## src/rtl/core/grc_pkg.sv

```systemverilog
// grc_pkg: shared constants, types and the sine function of the column renderer
// no dependencies
package grc_pkg;

	localparam int unsigned COLUMNS_DEF   = 120;
	localparam int unsigned ROWS_DEF      = 40;
	localparam int unsigned MAP_SIZE_DEF  = 16;
	localparam int unsigned MAX_DEPTH_DEF = 16;

	localparam int unsigned STEP_Q8   = 26;
	localparam int unsigned FOV_UNITS = 512;

	localparam logic [2:0] REG_MAP_A  = 3'd0;
	localparam logic [2:0] REG_MAP_B  = 3'd1;
	localparam logic [2:0] REG_MAP_C  = 3'd2;
	localparam logic [2:0] REG_MAP_D  = 3'd3;
	localparam logic [2:0] REG_POS_X  = 3'd4;
	localparam logic [2:0] REG_POS_Y  = 3'd5;
	localparam logic [2:0] REG_ANGLE  = 3'd6;

	localparam logic [2:0] GLYPH_BLANK = 3'd0;
	localparam logic [2:0] GLYPH_FULL  = 3'd1;
	localparam logic [2:0] GLYPH_DARK  = 3'd2;
	localparam logic [2:0] GLYPH_MED   = 3'd3;
	localparam logic [2:0] GLYPH_LIGHT = 3'd4;
	localparam logic [2:0] GLYPH_FLOOR = 3'd5;

	// job handed from the ray front to the row back
	typedef struct packed {
		logic [12:0] depth;
		logic [2:0]  shade;
	} grc_job_t;

	function automatic logic [11:0] qsine(input logic [4:0] i);
		logic [11:0] v;
		case (i)
			5'd0: v = 12'd0;     5'd1: v = 12'd401;   5'd2: v = 12'd799;
			5'd3: v = 12'd1189;  5'd4: v = 12'd1567;  5'd5: v = 12'd1931;
			5'd6: v = 12'd2276;  5'd7: v = 12'd2598;  5'd8: v = 12'd2896;
			5'd9: v = 12'd3166;  5'd10: v = 12'd3406; 5'd11: v = 12'd3612;
			5'd12: v = 12'd3784; 5'd13: v = 12'd3920; 5'd14: v = 12'd4017;
			5'd15: v = 12'd4076;
			default: v = 12'd0;
		endcase
		return v;
	endfunction

	// q1.12 sine, interpolated quarter wave; 14-bit signed result
	function automatic logic signed [13:0] sine_q12(input logic [11:0] a);
		logic [1:0]  quad;
		logic [10:0] r;
		logic [4:0]  idx;
		logic [5:0]  frac;
		logic [12:0] lo, hi, v;
		logic [18:0] t;
		quad = a[11:10];
		r    = {1'b0, a[9:0]};
		if (quad[0])
			r = 11'd1024 - r;
		idx  = r[10:6];
		frac = r[5:0];
		if (idx >= 5'd16) begin
			v = 13'd4096;
		end else begin
			lo = {1'b0, qsine(idx)};
			hi = (idx == 5'd15) ? 13'd4096 : {1'b0, qsine(idx + 5'd1)};
			t  = 19'((hi - lo) * frac) + 19'd32;
			v  = lo + 13'(t >> 6);
		end
		return quad[1] ? -$signed({1'b0, v}) : $signed({1'b0, v});
	endfunction

endpackage

```

## src/rtl/core/grc_ray_front.sv

```systemverilog
// grc_ray_front: accepts a column, marches its ray, divides for the ceiling row
// depends on grc_pkg
module grc_ray_front #(
	parameter int unsigned COLUMNS   = grc_pkg::COLUMNS_DEF,
	parameter int unsigned ROWS      = grc_pkg::ROWS_DEF,
	parameter int unsigned MAP_SIZE  = grc_pkg::MAP_SIZE_DEF,
	parameter int unsigned MAX_DEPTH = grc_pkg::MAX_DEPTH_DEF
) (
	input  logic              clk,
	input  logic              arst_n,
	input  logic              in_valid,
	output logic              in_ready,
	input  logic [6:0]        col,
	input  logic [255:0]      map_bits,
	input  logic [11:0]       pos_x,
	input  logic [11:0]       pos_y,
	input  logic [11:0]       angle,
	output logic              job_valid,
	input  logic              job_ready,
	output grc_pkg::grc_job_t job,
	output logic signed [7:0] ceil_row
);
	import grc_pkg::*;

	localparam int LIMIT = MAX_DEPTH * 256;
	// reciprocal of the column count, exact for every 16-bit numerator
	localparam longint unsigned COL_RECIP =
		((64'd1 << 32) + 64'(COLUMNS) - 64'd1) / 64'(COLUMNS);

	typedef enum logic [3:0] {
		S_IDLE = 4'b0001,
		S_MARCH = 4'b0010,
		S_DIV = 4'b0100,
		S_DONE = 4'b1000
	} st_t;

	st_t st_q;
	logic signed [13:0] ex_q, ey_q;
	logic [13:0] d_q;
	logic [13:0] num_q;    // |ROWS*(d-512)| shifted remainder
	logic [13:0] den_q;
	logic [5:0]  quo_q;
	logic        ovf_q;    // quotient bits beyond six were set
	logic        neg_q;
	logic [4:0]  dcnt_q;
	logic [2:0]  shade_q;
	logic [20:0] nsh_q;

	logic [15:0] col_x;
	logic [48:0] col_prod;
	logic [11:0] ang_w;
	logic [13:0] d_next;
	logic signed [34:0] px, py;
	logic signed [35:0] cx, cy;
	logic out_w, wall_w;
	logic [3:0] ry, rx;
	logic [13:0] dfin;
	logic signed [21:0] nwide;
	logic [20:0] nabs;
	logic [14:0] sh_w;

	assign col_x    = 16'(col * FOV_UNITS);
	assign col_prod = col_x * 33'(COL_RECIP);
	assign ang_w    = angle - 12'(FOV_UNITS / 2) + col_prod[43:32];
	assign d_next   = d_q + 14'(STEP_Q8);

	assign px = $signed({23'd0, pos_x}) * 35'sd4096 + ex_q * $signed({21'd0, d_next});
	assign py = $signed({23'd0, pos_y}) * 35'sd4096 + ey_q * $signed({21'd0, d_next});
	assign cx = px < 0 ? -$signed({1'b0, 35'(-px) >> 20}) : $signed({1'b0, px >>> 20});
	assign cy = py < 0 ? -$signed({1'b0, 35'(-py) >> 20}) : $signed({1'b0, py >>> 20});
	assign out_w = cx < 0 || cx >= MAP_SIZE || cy < 0 || cy >= MAP_SIZE;
	assign ry = cy[3:0];
	assign rx = cx[3:0];
	assign wall_w = map_bits[{ry, rx}];
	assign dfin = (d_q > 14'(LIMIT)) ? 14'(LIMIT) : d_q;
	assign nwide = 22'(ROWS) * ($signed({8'd0, dfin}) - 22'sd512);
	assign nabs  = nwide < 0 ? 21'(-nwide) : 21'(nwide);
	assign sh_w  = {num_q, nsh_q[20]};

	assign in_ready  = st_q == S_IDLE;
	assign job_valid = st_q == S_DONE;
	assign job.depth = dfin[12:0];
	assign job.shade = shade_q;
	// a negative ceiling below -1 blanks nothing, same as -1
	assign ceil_row  = !neg_q ? $signed({2'b0, quo_q})
		: ((quo_q != 6'd0 || ovf_q) ? -8'sd1 : 8'sd0);

	always_ff @(posedge clk or negedge arst_n) begin
		if (!arst_n) begin
			st_q <= S_IDLE;
		end else begin
			unique case (st_q)
				S_IDLE: begin
					if (in_valid) begin
						ex_q <= sine_q12(ang_w);
						ey_q <= sine_q12(ang_w + 12'd1024);
						d_q  <= '0;
						st_q <= S_MARCH;
					end
				end
				S_MARCH: begin
					if (d_q >= 14'(LIMIT)) begin
						st_q <= S_DIV;
					end else begin
						d_q <= out_w ? 14'(LIMIT) : d_next;
						if (out_w || wall_w)
							st_q <= S_DIV;
					end
					dcnt_q <= '0;
				end
				S_DIV: begin
					// loads the operands, then 21 restoring steps
					if (dcnt_q == 5'd0) begin
						nsh_q <= nabs;
						neg_q <= nwide < 0;
						den_q <= {dfin[12:0], 1'b0};
						num_q <= '0;
						quo_q <= '0;
						ovf_q <= 1'b0;
						if (dfin * 4 < 14'(LIMIT))      shade_q <= GLYPH_FULL;
						else if (dfin * 3 < 14'(LIMIT)) shade_q <= GLYPH_DARK;
						else if (dfin * 2 < 14'(LIMIT)) shade_q <= GLYPH_MED;
						else if (dfin < 14'(LIMIT))     shade_q <= GLYPH_LIGHT;
						else                            shade_q <= GLYPH_BLANK;
					end else begin
						nsh_q <= nsh_q << 1;
						if (sh_w >= {1'b0, den_q}) begin
							num_q <= 14'(sh_w - {1'b0, den_q});
							quo_q <= {quo_q[4:0], 1'b1};
						end else begin
							num_q <= sh_w[13:0];
							quo_q <= {quo_q[4:0], 1'b0};
						end
						ovf_q <= ovf_q | quo_q[5];
						if (dcnt_q == 5'd21)
							st_q <= S_DONE;
					end
					dcnt_q <= dcnt_q + 5'd1;
				end
				S_DONE: begin
					if (job_ready)
						st_q <= S_IDLE;
				end
				default: st_q <= S_IDLE;
			endcase
		end
	end

endmodule

```

## src/rtl/core/grc_row_back.sv

```systemverilog
// grc_row_back: one-entry job queue and row emitter
// depends on grc_pkg
module grc_row_back #(
	parameter int unsigned ROWS = grc_pkg::ROWS_DEF
) (
	input  logic              clk,
	input  logic              arst_n,
	input  logic              job_valid,
	output logic              job_ready,
	input  grc_pkg::grc_job_t job,
	input  logic signed [7:0] ceil_row,
	output logic              out_valid,
	input  logic              out_ready,
	output logic [5:0]        row,
	output logic [2:0]        glyph,
	output logic [12:0]       wall_distance,
	output logic              last_row
);
	import grc_pkg::*;

	grc_job_t job_q;
	logic signed [7:0] ceil_q, floor_q;
	logic busy_q;
	logic [5:0] y_q;
	logic signed [7:0] ys;

	assign job_ready = !busy_q;
	assign out_valid = busy_q;
	assign ys = $signed({2'b0, y_q});
	assign row = y_q;
	assign wall_distance = job_q.depth;
	assign last_row = y_q == 6'(ROWS - 1);
	always_comb begin
		if (ys <= ceil_q)       glyph = GLYPH_BLANK;
		else if (ys <= floor_q) glyph = job_q.shade;
		else                    glyph = GLYPH_FLOOR;
	end

	always_ff @(posedge clk or negedge arst_n) begin
		if (!arst_n) begin
			busy_q <= 1'b0;
			y_q <= '0;
		end else if (!busy_q) begin
			if (job_valid) begin
				busy_q  <= 1'b1;
				y_q     <= '0;
				job_q   <= job;
				ceil_q  <= ceil_row;
				floor_q <= 8'(ROWS) - ceil_row;
			end
		end else if (out_ready) begin
			if (last_row)
				busy_q <= 1'b0;
			y_q <= y_q + 6'd1;
		end
	end

endmodule

```

## src/rtl/core/grid_raycast_column_renderer_core.sv

```systemverilog
// grid_raycast_column_renderer_core: top level, config registers and the two halves
// depends on grc_pkg, grc_ray_front, grc_row_back
//
// one column word in, ROWS row words out. the front marches the ray one
// 26/256 step per cycle, then a restoring divide gives the ceiling row;
// the back emits one row a cycle unless out_ready holds it, while the
// front already takes the next column. the user must make apb writes
// only while idle; the block itself does not enforce this.
module grid_raycast_column_renderer_core #(
	parameter int unsigned COLUMNS   = grc_pkg::COLUMNS_DEF,
	parameter int unsigned ROWS      = grc_pkg::ROWS_DEF,
	parameter int unsigned MAP_SIZE  = grc_pkg::MAP_SIZE_DEF,
	parameter int unsigned MAX_DEPTH = grc_pkg::MAX_DEPTH_DEF
) (
	input  logic        clk,
	input  logic        arst_n,
	input  logic        psel,
	input  logic        penable,
	input  logic        pwrite,
	input  logic [5:0]  paddr,
	input  logic [63:0] pwdata,
	output logic [63:0] prdata,
	output logic        pready,
	input  logic        in_valid,
	output logic        in_ready,
	input  logic [6:0]  column,
	output logic        out_valid,
	input  logic        out_ready,
	output logic [5:0]  row,
	output logic [2:0]  glyph,
	output logic [12:0] wall_distance,
	output logic        last_row
);
	import grc_pkg::*;

	logic [255:0] map_q;
	logic [11:0] px_q, py_q, ang_q;
	logic [2:0] idx;
	logic wr;

	assign pready = 1'b1;
	assign idx = paddr[5:3];
	assign wr = psel && penable && pwrite;

	always_ff @(posedge clk or negedge arst_n) begin
		if (!arst_n) begin
			map_q <= '0;
			px_q <= 12'd2048;
			py_q <= 12'd2048;
			ang_q <= '0;
		end else if (wr) begin
			unique case (idx)
				REG_MAP_A: map_q[63:0]    <= pwdata;
				REG_MAP_B: map_q[127:64]  <= pwdata;
				REG_MAP_C: map_q[191:128] <= pwdata;
				REG_MAP_D: map_q[255:192] <= pwdata;
				REG_POS_X: px_q  <= pwdata[11:0];
				REG_POS_Y: py_q  <= pwdata[11:0];
				REG_ANGLE: ang_q <= pwdata[11:0];
				default: ;
			endcase
		end
	end

	always_comb begin
		unique case (idx)
			REG_MAP_A: prdata = map_q[63:0];
			REG_MAP_B: prdata = map_q[127:64];
			REG_MAP_C: prdata = map_q[191:128];
			REG_MAP_D: prdata = map_q[255:192];
			REG_POS_X: prdata = {52'd0, px_q};
			REG_POS_Y: prdata = {52'd0, py_q};
			REG_ANGLE: prdata = {52'd0, ang_q};
			default:   prdata = '0;
		endcase
	end

	// front to back handoff
	grc_job_t job;
	logic job_valid, job_ready;
	logic signed [7:0] ceil_row;

	grc_ray_front #(.COLUMNS(COLUMNS), .ROWS(ROWS), .MAP_SIZE(MAP_SIZE),
		.MAX_DEPTH(MAX_DEPTH)) u_front (
		.clk(clk), .arst_n(arst_n), .in_valid(in_valid), .in_ready(in_ready),
		.col(column), .map_bits(map_q), .pos_x(px_q), .pos_y(py_q), .angle(ang_q),
		.job_valid(job_valid), .job_ready(job_ready), .job(job), .ceil_row(ceil_row)
	);

	grc_row_back #(.ROWS(ROWS)) u_back (
		.clk(clk), .arst_n(arst_n), .job_valid(job_valid), .job_ready(job_ready),
		.job(job), .ceil_row(ceil_row), .out_valid(out_valid), .out_ready(out_ready),
		.row(row), .glyph(glyph), .wall_distance(wall_distance), .last_row(last_row)
	);

endmodule

```

## config.mk

```make
export PLATFORM = sky130hd
export DESIGN_NAME = grid_raycast_column_renderer_core
export DESIGN_NICKNAME = d
export VERILOG_FILES = /design/src/rtl/core/grc_pkg.sv /design/src/rtl/core/grc_ray_front.sv /design/src/rtl/core/grc_row_back.sv /design/src/rtl/core/grid_raycast_column_renderer_core.sv
export SDC_FILE = /design/constraint.sdc
export NUM_CORES = 2
export LEC_CHECK = 0
export BUFFER_PORTS_ARGS = -buffer_cell sky130_fd_sc_hd__buf_4
export CAP_MARGIN = 10
export CORE_MARGIN = 2
export CORE_UTILIZATION = 56
export DETAILED_ROUTE_END_ITERATION = 6
export MAX_ROUTING_LAYER = met4
export PLACE_DENSITY = 0.73
export RECOVER_POWER = 100
export SETUP_SLACK_MARGIN = 0.1
export SLEW_MARGIN = 5
export SYNTH_ARGS = -nofsm -noshare
export SYNTH_HDL_FRONTEND = slang
export SYNTH_SLANG_ARGS = --single-unit
```

## constraint.sdc

```tcl
create_clock -name clk -period 21.7 [get_ports clk]
set_input_delay 3.255 -clock clk [delete_from_list [all_inputs] [get_ports clk]]
set_output_delay 3.255 -clock clk [all_outputs]
set_load 0.1 [all_outputs]
```

==> results.sh <==
export IMPL_drtAntennaViolNets=0
export IMPL_outcome="finished with violations"
export IMPL_grt_pass1_wl_um=205000
export IMPL_cts_max_level=2
export IMPL_synth_area_leaders="fa_1 17%, dfrtp_1 15%, ha_1 13%, edfxtp_1 8.2%, mux2_2 6.8%"
export IMPL_pre_cts_ws_ns=2.62
export IMPL_postCtsHoldBufs=0
export IMPL_postCtsResizedCells=0
export IMPL_synth_common_cells="619 x nand2_1, 565 x inv_1, 497 x ha_1"
export IMPL_ys_ff_latch=436
export IMPL_gp_congestion=0.921
export IMPL_area_delta_synth_final_pct=7.56
export IMPL_fmax_ghz=0.0523
export IMPL_async_reset_ff_share_pct=69.5
export IMPL_cts_sinks=436
export IMPL_io_buffers=169
export IMPL_critPathArrivalTime_ns=19.46
export IMPL_drive_gt1_share_pct=10.4
export IMPL_vias_per_cell=5.92
export IMPL_hold_start="u_front.shade_q[0]"
export IMPL_routedWlPerCell_um=19.2
export IMPL_yosysTopAreaCell="fa_1"
export IMPL_tritoncts="yes"
export IMPL_place_inst=6420
export IMPL_cp_max_fo=11
export IMPL_period_share_pct=88.1
export IMPL_yosysMostFrequentCell="nand2_1"
export IMPL_grt_max_degree=72
export IMPL_rsz0062_at_grt="false"
export IMPL_cpPeakStageDelay_ns=0.73
export IMPL_violations="capacitance limit, slew limit"
export IMPL_hold_depth=0
export IMPL_worstRegToRegCells=45
export IMPL_start_kind="primary input"
export IMPL_synthCells=5256
export IMPL_period_needed_ns=19.12
export IMPL_setup_viol=0
export IMPL_grtUsageTotal_pct=29.1
export IMPL_synthesis_area_um2=48800
export IMPL_first_pass_iters=6
export IMPL_end_kind="register"
export IMPL_clk_latency_ns=0.64
export IMPL_synth_ff_type="dfrtp_1"
export IMPL_grt_overflow_total=0
export IMPL_antenna_found_initial=4
export IMPL_ctsLongestPathBuffers=3
export IMPL_yosysSeqAreaShare_pct=23.7
export IMPL_design_core_area_um2=86500
export IMPL_hp_class="reg2reg"
export IMPL_drtIter0Drc=2617
export IMPL_cp_required_ns=22.04
export IMPL_maxSlewHeadroom_pct=-170
export IMPL_r2r_slack_ns=2.63
export IMPL_grt_pass1_vias=38700
export IMPL_r2r_start="u_front.d_q[1]"
export IMPL_tns_ns=0
export IMPL_yosys_area_top_type_share_pct=16.6
export IMPL_cp_slowest_cell="xnor2_1"
export IMPL_cts_clk_slew_worst_paths_ns=0.06
export IMPL_hpwl_um=92500
export IMPL_holdPathEnd="u_back.job_q[0]"
export IMPL_initial_utilization_pct=56.4
export IMPL_cts_root_buf="clkbuf_16"
export IMPL_r2r_end="u_front.st_q[2]"
export IMPL_syn_avg_cell_area_um2=9.28
export IMPL_nets=6301
export IMPL_cpMostUsedCell="a21oi_1"
export IMPL_rows=108
export IMPL_yosys_warnings=0
export IMPL_synth_edff_count=133
export IMPL_layout_setup_ws_ns=2.58
export IMPL_wirelength_um=125000
export IMPL_vias=38500
export IMPL_cts_buffers=47
export IMPL_postCtsSetupBuffers=0
export IMPL_layout_cells_non_filler=6512
export IMPL_maxCapViolations=21
export IMPL_drcViolationCount=0
export IMPL_die_x_um=299
export IMPL_crit_type="in2reg"
export IMPL_tightest_slew_ns=4.05
export IMPL_dieArea_um2=89500
export IMPL_ys_types=88
export IMPL_hold_viol=0
export IMPL_io_pins=174
export IMPL_synth_fp_nets=6242
export IMPL_dieHeight_um=299
export IMPL_slew_violations=936
export IMPL_fin_skew_ns=0.0754
[registers in the layout, summed over array words and instances (netlist names), 3 cells and up]
name and flops:
u_front.num_q 14, u_back.wall_distance 13, u_back.row 6, u_back.floor_q 8
u_front.d_q 14, u_front.st_q 4, u_front.shade_q 3, map_q 256
u_back.ceil_q 6, u_front.ex_q 14, px_q 12, u_front.den_q 13
u_back.job_q 3, u_front.dcnt_q 5, u_front.quo_q 6, u_front.nsh_q 18
py_q 12, ang_q 12, u_front.ey_q 14
[cell usage in the layout, fill, tap and decap left out, types with 133 or more instances in the layout]
cell type,Yosys,layout
edfxtp_1,133,133
nand2_1,619,619
xnor2_1,183,175
dfrtp_1,300,300
o21ai_0,154,154
inv_1,565,565
ha_1,497,497
nor2_1,382,382
and2_1,181,157
mux2_2,294,289
fa_1,405,405
a21oi_1,228,228
[worst max-delay path by stage]
stage | startpoint | end | slack [ns] | cells after the start
after global placement | column[4] | u_front.ex_q[12] | 2.71 | 75
after detailed placement | column[4] | u_front.ex_q[13] | 2.62 | 75
after floorplan | column[4] | u_front.ey_q[12] | 4.22 | 72
after CTS | column[4] | u_front.ex_q[13] | 3.15 | 75
final | column[4] | u_front.ey_q[12] | 2.58 | 70
after global routing | column[4] | u_front.ex_q[13] | 1.29 | 75
[critical path, delay by kind of cell]
kind	cells	cell delay [ns]
adders and majority gates	15	5.83
xor gates and xnor gates	9	2.52
buffers and inverters	10	1.67
and+or+nand+nor	17	3.20
AOI/OAI and AO/OA	19	2.97
[per-stage QoR]
step | area (um^2) | hold slack (ns) | utilization [%]
6_report | 52500 | 0.375 | 60.7
4_1_cts | 52900 | 0.381 | 61.2
3_5_place_dp | 51300 | 0.408 | 59.3
2_1_floorplan | 48800 | 0.400 | -
3_3_place_gp | 51300 | 0.408 | 59.3
5_1_grt | 52500 | 0.371 | 60.7
[routing by layer]
layer	track usage [%]	up-vias	wire (um)	part of all wire [%]
met1	39.7	19100	55200	44
met2	46.0	1268	58500	47
li1	-	18000	-	-
met5	-	-	0	0
met3	3.38	208	7890	6.3
met4	7.96	0	3500	2.8
[cells by family (layout without fill, tap and decap cells)]
logic type                 after synthesis  count (layout)  synth area share, %
and+or+nand+nor                       1594            1594                 15.2
adders and majority gates              903             903                 29.4
AOI/OAI and AO/OA                      867             867                 11.7
buffers and inverters                  797             895                 6.29
DFF                                    436             436                 23.7
muxes                                  389             389                 8.86
xor gates and xnor gates               269             269                 4.83
other                                    1               4              0.00769
[cell type report]
cell class / instances / area, um^2
Timing Repair Buffer: 241 / 1380
Clock buffer: 66 / 1340
Sequential cell: 436 / 11600
Fill cell: 7470 / 34000
Inverter: 566 / 2120
Clock inverter: 22 / 342
Tap cell: 1155 / 1450
Antenna cell: 3 / 7.51
Multi-Input combinational cell: 4023 / 34300
Power is left out: the tool's default activity adds up to more than one toggle a clock period on the data nets, which glitch-free logic cannot reach.
